[config.mk]
export PLATFORM = sky130hd
export DESIGN_NAME = afk_cordic_cell
export DESIGN_NICKNAME = d
export VERILOG_FILES = /design/src/rtl/afk_pkg.sv /design/src/rtl/afk_cordic_cell.sv
export SDC_FILE = /design/constraint.sdc
export NUM_CORES = 1
export LEC_CHECK = 0
export ABC_CLOCK_PERIOD_IN_PS = 800
export BUFFER_PORTS_ARGS = -buffer_cell sky130_fd_sc_hd__buf_4
export CAP_MARGIN = 20
export CORE_MARGIN = 2
export CORE_UTILIZATION = 40
export DETAILED_ROUTE_END_ITERATION = 8
export PLACE_DENSITY_LB_ADDON = 0.05
export SYNTH_ARGS = -nofsm -noshare
export SYNTH_HDL_FRONTEND = slang
export SYNTH_SLANG_ARGS = --single-unit
[constraint.sdc]
create_clock -name clk -period 0.8 [get_ports clk]
set_input_delay 0.12 -clock clk [delete_from_list [all_inputs] [get_ports clk]]
set_output_delay 0.12 -clock clk [all_outputs]
set_load 0.05 [all_outputs]
[src/rtl/afk_pkg.sv]
// Types, constants and helper functions of the arm forward kinematics block.
`default_nettype none
package afk_pkg;

	localparam int XW = 34;            // CORDIC x/y, Q2.30 with headroom
	localparam int ZW = 25;            // CORDIC angle, 2^-16 degree
	localparam int LANES = 3;          // base, elbow, wrist
	localparam int ANG_FULL = 23040;
	localparam int ANG_HALF = 11520;
	localparam int ANG_QUARTER = 5760;
	localparam logic signed [XW-1:0] CORDIC_GAIN = 34'sd652032874;

	localparam logic [1:0] REG_BASE_HEIGHT = 2'd0;
	localparam logic [1:0] REG_ELBOW_OFFSET = 2'd1;
	localparam logic [1:0] REG_ARM_LENGTH = 2'd2;
	localparam logic [1:0] REG_TOOL_LENGTH = 2'd3;

	typedef struct packed {
		logic [LANES-1:0][XW-1:0] x;
		logic [LANES-1:0][XW-1:0] y;
		logic [LANES-1:0][ZW-1:0] z;
		logic [LANES-1:0]         neg;
		logic [23:0]              slide;
		logic [14:0]              wrist;
	} cordic_word_t;

	// atan(2^-i) in 2^-16 degree
	function automatic logic signed [ZW-1:0] atan_q16(input int i);
		logic signed [ZW-1:0] r;
		case (i)
			0: r = 25'sd2949120;
			1: r = 25'sd1740967;
			2: r = 25'sd919879;
			3: r = 25'sd466945;
			4: r = 25'sd234379;
			5: r = 25'sd117304;
			6: r = 25'sd58666;
			7: r = 25'sd29335;
			8: r = 25'sd14668;
			9: r = 25'sd7334;
			10: r = 25'sd3667;
			11: r = 25'sd1833;
			12: r = 25'sd917;
			13: r = 25'sd458;
			14: r = 25'sd229;
			15: r = 25'sd115;
			16: r = 25'sd57;
			17: r = 25'sd29;
			18: r = 25'sd14;
			19: r = 25'sd7;
			20: r = 25'sd4;
			21: r = 25'sd2;
			22: r = 25'sd1;
			default: r = '0;
		endcase
		return r;
	endfunction

	// Wrap to +-180 deg, fold into +-90 deg; returns {negate, angle in 2^-16 deg}
	function automatic logic [ZW:0] fold_angle(input logic signed [14:0] a);
		logic signed [15:0] w;
		logic signed [ZW-1:0] z;
		logic neg;
		w = 16'(a);
		neg = 1'b0;
		if (w >= 16'sd11520) w = w - 16'(ANG_FULL);
		if (w < -16'sd11520) w = w + 16'(ANG_FULL);
		if (w > 16'sd5760) begin
			w = w - 16'(ANG_HALF);
			neg = 1'b1;
		end
		if (w < -16'sd5760) begin
			w = w + 16'(ANG_HALF);
			neg = 1'b1;
		end
		z = ZW'(w);
		z = z <<< 10;
		return {neg, z};
	endfunction

	// Q2.30 to Q1.15, round half up, saturate
	function automatic logic signed [15:0] round_q15(input logic signed [XW-1:0] v);
		logic signed [XW:0] t;
		logic signed [15:0] r;
		t = (XW+1)'(v) + 35'sd16384;
		t = t >>> 15;
		if (t > 35'sd32767) r = 16'sd32767;
		else if (t < -35'sd32768) r = -16'sd32768;
		else r = t[15:0];
		return r;
	endfunction

	// Q30 length units to 32-bit length units, round half up, saturate
	function automatic logic signed [31:0] round_pos(input logic signed [63:0] v);
		logic signed [63:0] t;
		logic signed [31:0] r;
		t = (v + 64'sd536870912) >>> 30;
		if (t > 64'sd2147483647) r = 32'sh7fffffff;
		else if (t < -64'sd2147483648) r = 32'sh80000000;
		else r = t[31:0];
		return r;
	endfunction

endpackage
`default_nettype wire

[src/rtl/afk_cordic_cell.sv]
// One CORDIC rotation stage for the three joint angles, with carried payload.
`default_nettype none
module afk_cordic_cell
	import afk_pkg::*;
#(
	parameter int STAGE = 0
) (
	input  wire logic         clk,
	input  wire logic         arst_n,
	input  wire logic         en,
	input  wire logic         vld_in,
	input  wire cordic_word_t d_in,
	output logic              vld_q,
	output cordic_word_t      d_q
);

	localparam logic signed [ZW-1:0] ATAN = atan_q16(STAGE);

	cordic_word_t nxt;

	always_comb begin
		nxt = d_in;
		for (int k = 0; k < LANES; k++) begin
			if (!d_in.z[k][ZW-1]) begin
				nxt.x[k] = $signed(d_in.x[k]) - ($signed(d_in.y[k]) >>> STAGE);
				nxt.y[k] = $signed(d_in.y[k]) + ($signed(d_in.x[k]) >>> STAGE);
				nxt.z[k] = $signed(d_in.z[k]) - ATAN;
			end else begin
				nxt.x[k] = $signed(d_in.x[k]) + ($signed(d_in.y[k]) >>> STAGE);
				nxt.y[k] = $signed(d_in.y[k]) - ($signed(d_in.x[k]) >>> STAGE);
				nxt.z[k] = $signed(d_in.z[k]) + ATAN;
			end
		end
	end

	always_ff @(posedge clk or negedge arst_n) begin
		if (!arst_n) begin
			vld_q <= 1'b0;
		end else if (en) begin
			vld_q <= vld_in;
		end
	end

	always_ff @(posedge clk) begin
		if (en) begin
			d_q <= nxt;
		end
	end

endmodule
`default_nettype wire

After elaboration in Yosys (flattened, before gate mapping). Cells that the tools add are included.

Flip-flop bits (word level): 322. Bits of input ports: 325. Output and inout port bits: 322. Word-level logic and storage cells: 37.

$add $sub $neg: 15. Muxes and demuxes: 9.

Operators by type and width (number): 34-bit 2-to-1 mux (6); 34-bit subtractor (6); 34-bit adder (3); 25-bit by 23-bit adder with 25-bit output (second input constant) (3); 25-bit 2-to-1 mux (3); 25-bit by 23-bit subtractor with 25-bit output (second input constant) (3).

Longest topological paths before layout. Gate-level depths: netlist (run 1).

Word-level depth: 2. Depth in mapped cells: 14. Gate-level depth less buffers: 13.

Least setup slack after synthesis (run 1). Ideal clock, no wire load.

Path type: input port to flip-flop. Start point: input d_in[117] in the netlist's numbering. End point: register d_q[149] in the netlist's numbering (data pin). Library setup time: 0.270 ns. Arrival time: 2.687 ns. Required time: 0.530 ns. Setup slack: -2.157 ns. Stages on the path: 12. Buffers on the path: 0. Cell sequence: ha_1 -> fa_1 -> nand2b_1 -> a221oi_1 -> o31ai_1 -> o211ai_1 -> a21o_1 -> a211o_1 -> a221o_1 -> a221o_1 -> a311oi_1 -> xor2_1.

RTL lines: start: declaration (RTL line afk_cordic_cell.sv:12) `input wire cordic_word_t d_in,`; end signal: assignment (RTL line afk_cordic_cell.sv:46) `d_q <= nxt;`; end: declaration (RTL line afk_cordic_cell.sv:14) `output cordic_word_t d_q`.

==> results of run 1 <==
==> repair_timing <==
action | 4_1_cts | 5_1_grt
hold buffers | 97 | 1
gates resized for setup | 446 | 238
pin swaps | 254 | 201
buffers inserted | 112 | 63
endpoints found under the setup margin | 531 | 567
endpoints found under the hold margin | 115 | 8
==> layer usage <==
| layer | wire length (microns) | vias to the layer above |
|---|---|---|
| met3 | 9530 | 441 |
| met2 | 65300 | 1395 |
| met1 | 50300 | 15500 |
| met5 | 116 | - |
| met4 | 9390 | 18 |
| li1 | - | 14900 |
==> registers in the layout, indices dropped and copies added (netlist names) <==
signal,cells
d_q,318
vld_q,1
==> cell families (layout without fill, tap and decap cells) <==
family	count (synthesis)	count (layout)	synth area share, %
flops	319	319	34.7
other cells	0	3	0
xor+xnor	212	212	6.72
buf+inv	469	2391	6.51
compound gates	1019	1019	23.5
mux	44	44	1.60
simple gates	698	698	11.7
fa+ha+maj	330	330	15.3
==> placed cells by master (no fill, tap or decap), drive strengths merged, types with 13 or more instances in the layout <==
cell	count
o22ai	13
xor2	34
mux2i	42
a211oi	40
edfxtp	318
a21oi	365
nor3	68
nand4	31
a221oi	16
nand2b	29
clkinv	28
ha	318
o31ai	21
a21o	67
or3	17
buf	1889
nor2b	30
a31oi	26
clkbuf	43
o21bai	106
nor4	18
xnor2	178
nand3	41
nor2	265
o211ai	30
nand2	149
dlygate4sd3	98
o21a	27
inv	323
o21ai	195
==> layout make-up <==
type | count | area, sq um | share of cell area [%]
diodes | 3 | 7.51 | 0.0150
multi-input cells | 2303 | 20400 | 40.8
flip-flops and latches | 319 | 9580 | 19.1
repair buffers | 1987 | 16100 | 32.2
well taps | 882 | 1100 | 2.20
clock inverters | 26 | 334 | 0.667
inverters | 335 | 1520 | 3.03
clock buffers | 43 | 991 | 1.98
==> through the flow <==
stage	util, %	hold slack (ns)	instances	TNS, ns	area (sq um)
final	73.1	-0.0737	5898	-407.28	50100
after global routing	73.1	-0.0889	5898	-426.63	50100
after CTS	71.0	-0.108	5850	-392.12	48600
after detailed placement	63.5	-0.0843	5596	-418.50	43500
after global placement	63.5	-0.0845	5596	-407.52	43500
after floorplan	-	-0.176	3091	-245.69	29900
==> report_power, final <==
part           internal, W  switching [W]  leakage [nW]  total [W]
clock               0.0107        0.00814         0.642     0.0189
sequential          0.0216        0.00114          3.12     0.0228
combinational       0.0187         0.0256          19.0     0.0444
==> worst max-delay path, delay by kind of cell <==
kind | cells | cell delay [ns]
AND/OR/NAND/NOR | 1 | 0.10
adder cells (fa/ha/maj) | 2 | 0.50
buffers and inverters | 1 | 0.11
XOR/XNOR | 1 | 0.11
AO/OA/AOI/OAI | 8 | 1.99
==> how the worst max path moves through the flow <==
stage                     startpoint        to  depth (start not counted)
after global placement     d_in[117]  d_q[251]                         13
after CTS                  d_in[117]  d_q[251]                         13
after global routing       d_in[117]  d_q[251]                         13
after detailed placement   d_in[117]  d_q[251]                         13
after floorplan            d_in[117]  d_q[251]                         12
final                      d_in[219]  d_q[251]                         13
==> out/results.ini, run 1 <==
[synthesis]
synthCells = 3091
ys_types = 84
synth_area_leader_cell = edfxtp_1
ys_top_cells_by_area = edfxtp_1 35%, ha_1 14%, a21oi_1 6.6%, xnor2_1 5.6%, inv_1 4.3%
synth_enable_flop_cells = 318
ys_warn_count = 0
synth_area_per_cell_sq_um = 8.93
async_flop_share_pct = 0.313
synth_top_flop_cell = edfxtp_1
syn-cell-area_sq_um = 27600
synth_most_common_cell = a21oi_1
ys_ff_latch = 319
seq_area_frac_synth_pct = 34.7
synth_common_cells = 365 x a21oi_1, 318 x edfxtp_1, 318 x ha_1, 318 x inv_1, 265 x nor2_1
syn_nets = 3746
synth_top_area_share_pct = 34.6

[min_path]
hold_path_depth = 2
worst_hold_path.endpoint = d_q[109]
min_from = d_in[108]
hold_class = in2reg

[setup_path]
required_ns = 1.13
regToRegSetupSlack_ns = 0
cp-end-kind = flip-flop
worstReg2RegStart = vld_q
cp_cell_sequence = buf_8 -> ha_4 -> fa_2 -> nand2b_1 -> a221oi_2 -> o31ai_2 -> o211ai_1 -> a21o_1 -> a211o_1 -> a221o_1 -> a221o_1 -> a311oi_2 -> xor2_1
cp_max_fo = 2
crit_top_cell = a221o_1
startpoint_type = input pin
cpMaxStageDelayCell = a221o_1
ff2ff_path_depth = 1
critical_path_class = in2reg
max_stage_delay_ns = 0.36
crit-reg2reg-capture = vld_q
arrival_ns = 2.96

[final_layout]
areaGrowthSynthToFinish_pct = 81.3
nNetsFinal = 5640
nFillCells = 4901
drive_above_1_share_pct = 51.8

[clock_tree]
clk_pin_slew_ns = 0.06
cts_made_buffers = 39
insertion_delay_ns = 0.58
cts_buffer_depth = 3
root_buffer = clkbuf_16
cts_tree = built
cts_num_sinks = 319
htreeDepth = 2

[floorplan]
core_sq_um = 68500
die_h_microns = 267
fp.dieW_microns = 267
io_pins = 647
dieArea_sq_um = 71200
row_count = 96
start_util_pct = 40.3

[detailed_routing]
vias = 32200
drt-total-wl_microns = 135000
wire_per_inst_microns = 22.8
vias_per_cell = 5.46
drt_iter0_drc = 2556
dr.pass1.iters = 8
drc = 0
ant_nets = 0

[power]
p_leak_nw = 22.7
max-vdd-ir-drop_uv = 1850
powerDensity_nw_per_um2 = 1720
fin_total_pwr_w = 0.0860

[flow_run]
maxCapViolCount = 0

[global_routing]
grt_use_met1_pct = 41.1
antenna_found_initial = 13
first_global_vias = 33400
track_usage_pct = 36.2
grt_pass1_wl_microns = 198000
top_usage_layer = met2
met3_usage_pct = 7.45
gr-total-overflow = 0
use_met2_pct = 62.7
grt_max_degree = 38

[timing]
min_period_ns = 2.63
rsz0062_at_grt = true
finalHoldViolations = 7
skew_ns = 0
fmaxAchievable_ghz = 0.380
fin_crit_sh_pct = 329
finalSetupViolCount = 566
worst_pin_slew_ns = 0.808
max_slew_margin_pct = 45.6
finalMaxSlewViolations = 0
whs_ns = -0.0737
fin_ws_ns = -1.83

[place]
place_worst_setup_slack_ns = -2.56
port_buffers = 646
dp_hpwl_microns = 104000
place_congestion = 1.02

[run_status]
run_status = finished with violations
violations = hold timing, setup timing

Note: power is estimated with default switching activity, not from simulation.
==> run 2, diff against run 1 <==
--- a/config.mk
+++ b/config.mk
@@ -9,7 +9,7 @@
 export BUFFER_PORTS_ARGS = -buffer_cell sky130_fd_sc_hd__buf_4
 export CAP_MARGIN = 20
 export CORE_MARGIN = 2
-export CORE_UTILIZATION = 40
+export CORE_UTILIZATION = 37
 export DETAILED_ROUTE_END_ITERATION = 8
 export PLACE_DENSITY_LB_ADDON = 0.05
 export SYNTH_ARGS = -nofsm -noshare
==> run 2 against run 1 <==
The run still ends with hold timing, setup timing left; non-clock buffer count is 36 lower; combinational power is 3% higher; cell area is 3.2% higher; clock-buffer cell count is 5 higher; clock power is 4% higher; critical endpoint unchanged; largest cell class unchanged.
==> out/results.ini, run 2 (synthesis results as in run 1) <==
[final_layout]
reg_top3 = d_q x318, vld_q x1  ; unchanged
layout_common_cells = 1354 x buf_4, 455 x buf_6, 318 x edfxtp_1, 259 x inv_1, 245 x a21oi_1  ; was 1725 x buf_4, 318 x edfxtp_1, 266 x a21oi_1, 258 x inv_1, 243 x nor2_1
final_common_cell = buf_4  ; unchanged
areaGrowthSynthToFinish_pct = 87.2  ; was 81.3%
drive_above_1_share_pct = 53.1  ; was 51.8%
final_util_pct = 69.7  ; was 73.1%
largest_register = d_q  ; unchanged
largest_reg_flops = 318  ; unchanged
final_area_sq_um = 51700  ; was 50100 sq um
nNetsFinal = 5607  ; was 5640

[global_routing]
track_usage_pct = 32.2  ; was 36.2%
grt_max_degree = 76  ; was 38
grt_pass1_wl_microns = 192000  ; was 198000 microns
antenna_found_initial = 11  ; was 13
gr-total-overflow = 0  ; unchanged
first_global_vias = 32800  ; was 33400

[setup_path]
critical_path_class = in2reg  ; unchanged
required_ns = 1.13  ; about the same
max_stage_delay_ns = 0.35  ; was 0.36 ns
cpMaxStageDelayCell = fa_2  ; was a221o_1
regToRegSetupSlack_ns = 0.01  ; was 0 ns
cp-end-kind = flip-flop  ; unchanged
worstReg2RegStart = vld_q  ; unchanged
startpoint_type = input pin  ; unchanged
crit_top_cell = a221o_1  ; unchanged
cp_cell_sequence = buf_12 -> ha_4 -> fa_2 -> nand2b_1 -> a221oi_2 -> o31ai_2 -> o211ai_1 -> a21o_1 -> a211o_1 -> a221o_1 -> a221o_1 -> a311oi_2 -> xor2_1  ; was buf_8 -> ha_4 -> fa_2 -> nand2b_1 -> a221oi_2 -> o31ai_2 -> o211ai_1 -> a21o_1 -> a211o_1 -> a221o_1 -> a221o_1 -> a311oi_2 -> xor2_1
arrival_ns = 2.96  ; about the same
crit-reg2reg-capture = vld_q  ; unchanged
cp_max_fo = 2  ; unchanged
ff2ff_path_depth = 1  ; unchanged

[timing]
fmaxAchievable_ghz = 0.380  ; about the same
skew_ns = 0  ; unchanged
finalMaxSlewViolations = 0  ; unchanged
rsz0062_at_grt = true  ; unchanged
fin_ws_ns = -1.83  ; about the same
fin_crit_sh_pct = 329  ; about the same
whs_ns = -0.0968  ; was -0.0737 ns
totalNegativeSetupSlack_ns = -419.64  ; was -407.28 ns
finalHoldViolations = 8  ; was 7
finalSetupViolCount = 676  ; was 566
min_period_ns = 2.63  ; about the same
worst_pin_slew_ns = 0.730  ; was 0.808 ns
max_slew_margin_pct = 51.1  ; was 45.6%

[min_path]
min_from = d_in[83]  ; was d_in[108]
worst_hold_path.endpoint = d_q[84]  ; was d_q[109]
hold_class = in2reg  ; unchanged
hold_path_depth = 2  ; unchanged

[detailed_routing]
vias = 31400  ; was 32200
drt-total-wl_microns = 129000  ; was 135000 microns
wire_per_inst_microns = 21.6  ; was 22.8 microns
ant_nets = 0  ; unchanged
vias_per_cell = 5.26  ; was 5.46
dr.pass1.iters = 6  ; was 8
drc = 0  ; unchanged
drt_iter0_drc = 1999  ; was 2556

[place]
port_buffers = 646  ; unchanged
dp_hpwl_microns = 103000  ; was 104000 microns
place_congestion = 0.992  ; was 1.02
dpl_cell_area_sq_um = 43300  ; was 43500 sq um
place_worst_setup_slack_ns = -2.50  ; was -2.56 ns

[clock_tree]
cts_tree = built  ; unchanged
cts_buffer_depth = 3  ; unchanged
cts_num_sinks = 319  ; unchanged
insertion_delay_ns = 0.59  ; was 0.58 ns
clk_pin_slew_ns = 0.06  ; about the same
root_buffer = clkbuf_16  ; unchanged
htreeDepth = 2  ; unchanged
cts_made_buffers = 42  ; was 39
postCtsHoldBufs = 99  ; was 97

[floorplan]
dieArea_sq_um = 76800  ; was 71200 sq um
start_util_pct = 37.2  ; was 40.3%
fp.dieW_microns = 277  ; was 267 microns
core_sq_um = 74200  ; was 68500 sq um
row_count = 100  ; was 96
io_pins = 647  ; unchanged
die_h_microns = 277  ; was 267 microns

[run_status]
violations = hold timing, setup timing  ; unchanged
run_status = finished with violations  ; unchanged

[power]
p_seq_share_pct = 26.2  ; was 26.5%
p_sw_share_pct = 39.6  ; was 40.6%
p_leak_nw = 23.2  ; was 22.7 nW
powerDensity_nw_per_um2 = 1710  ; was 1720 nW/um^2
p_comb_share_pct = 51.6  ; about the same
max-vdd-ir-drop_uv = 1550  ; was 1850 uV
p_sw_w = 0.0351  ; was 0.0349 W
power.share.clock_pct = 22.2  ; was 22.0%
intPower_w = 0.0535  ; was 0.0511 W

[flow_run]
maxCapViolCount = 0  ; unchanged

[run 2: cell types whose count changed in the layout (fill, tap and decap cells not counted), sizes merged]
cell         change
clkinvlp         -4
inv              +5
buf             -37
dlygate4sd3      +1
clkinv           +1
diode            +4
clkbuf           +5
[run 2: worst max-delay path by stage]
stage | from | endpoint | slack [ns] | depth (start not counted)
after floorplan | d_in[117] | d_q[251] | -2.00 | 12
after global placement | d_in[117] | d_q[149] | -2.46 | 13
after detailed placement | d_in[117] | d_q[251] | -2.50 | 13
after CTS | d_in[117] | d_q[149] | -1.72 | 13
after global routing | d_in[117] | d_q[149] | -1.92 | 13
final | d_in[117] | d_q[251] | -1.83 | 13
[run 2: repair_timing]
| action | 4_1_cts | 5_1_grt |
|---|---|---|
| setup endpoints to repair | 531 | 675 |
| gates resized for setup | 936 | 182 |
| setup buffers | 115 | 69 |
| hold endpoints to repair | 124 | 7 |
| pin swaps | 355 | 171 |
[run 2: power groups by stage]
stage	combinational (W)	sequential [W]	clock, W
2_1_floorplan	0.0132	0.0310	0
3_3_place_gp	0.0382	0.0230	0
3_5_place_dp	0.0385	0.0230	0
4_1_cts	0.0440	0.0232	0.0200
5_1_grt	0.0479	0.0234	0.0208
6_report	0.0458	0.0232	0.0197
[run 2: through the flow]
step	instances	hold slack, ns	total power (W)
5_1_grt	5955	-0.116	0.0920
6_report	5960	-0.0968	0.0886
3_5_place_dp	5641	-0.0970	0.0615
3_3_place_gp	5641	-0.0964	0.0612
2_1_floorplan	3091	-0.176	0.0441
4_1_cts	5898	-0.133	0.0872
[run 2: final cells by class]
class / count / area (sq um)
Fill cell: 5737 / 22500
Multi-Input combinational cell: 2303 / 20900
Timing Repair Buffer: 1951 / 17100
Sequential cell: 319 / 9580
Inverter: 335 / 1510
Tap cell: 969 / 1210
Clock buffer: 48 / 1090
Clock inverter: 28 / 327
Antenna cell: 7 / 17.5
[run 2: worst max-delay path, delay by kind of cell]
kind | cells | cell delay [ns]
XOR/XNOR | 1 | 0.10
adder cells (fa/ha/maj) | 2 | 0.50
buffers and inverters | 1 | 0.11
AO/OA/AOI/OAI | 8 | 2.03
AND/OR/NAND/NOR | 1 | 0.10
[run 2: per-layer routing]
metal / wire [microns] / share of wire, % / vias up / GRT usage (%)
met5: 51 / 0.040 / - / 0
met4: 6050 / 4.7 / 8 / 13.1
met3: 7510 / 5.8 / 251 / 5.68
met2: 65600 / 51 / 1084 / 58.9
met1: 49600 / 39 / 15200 / 37.0
li1: - / - / 14800 / -
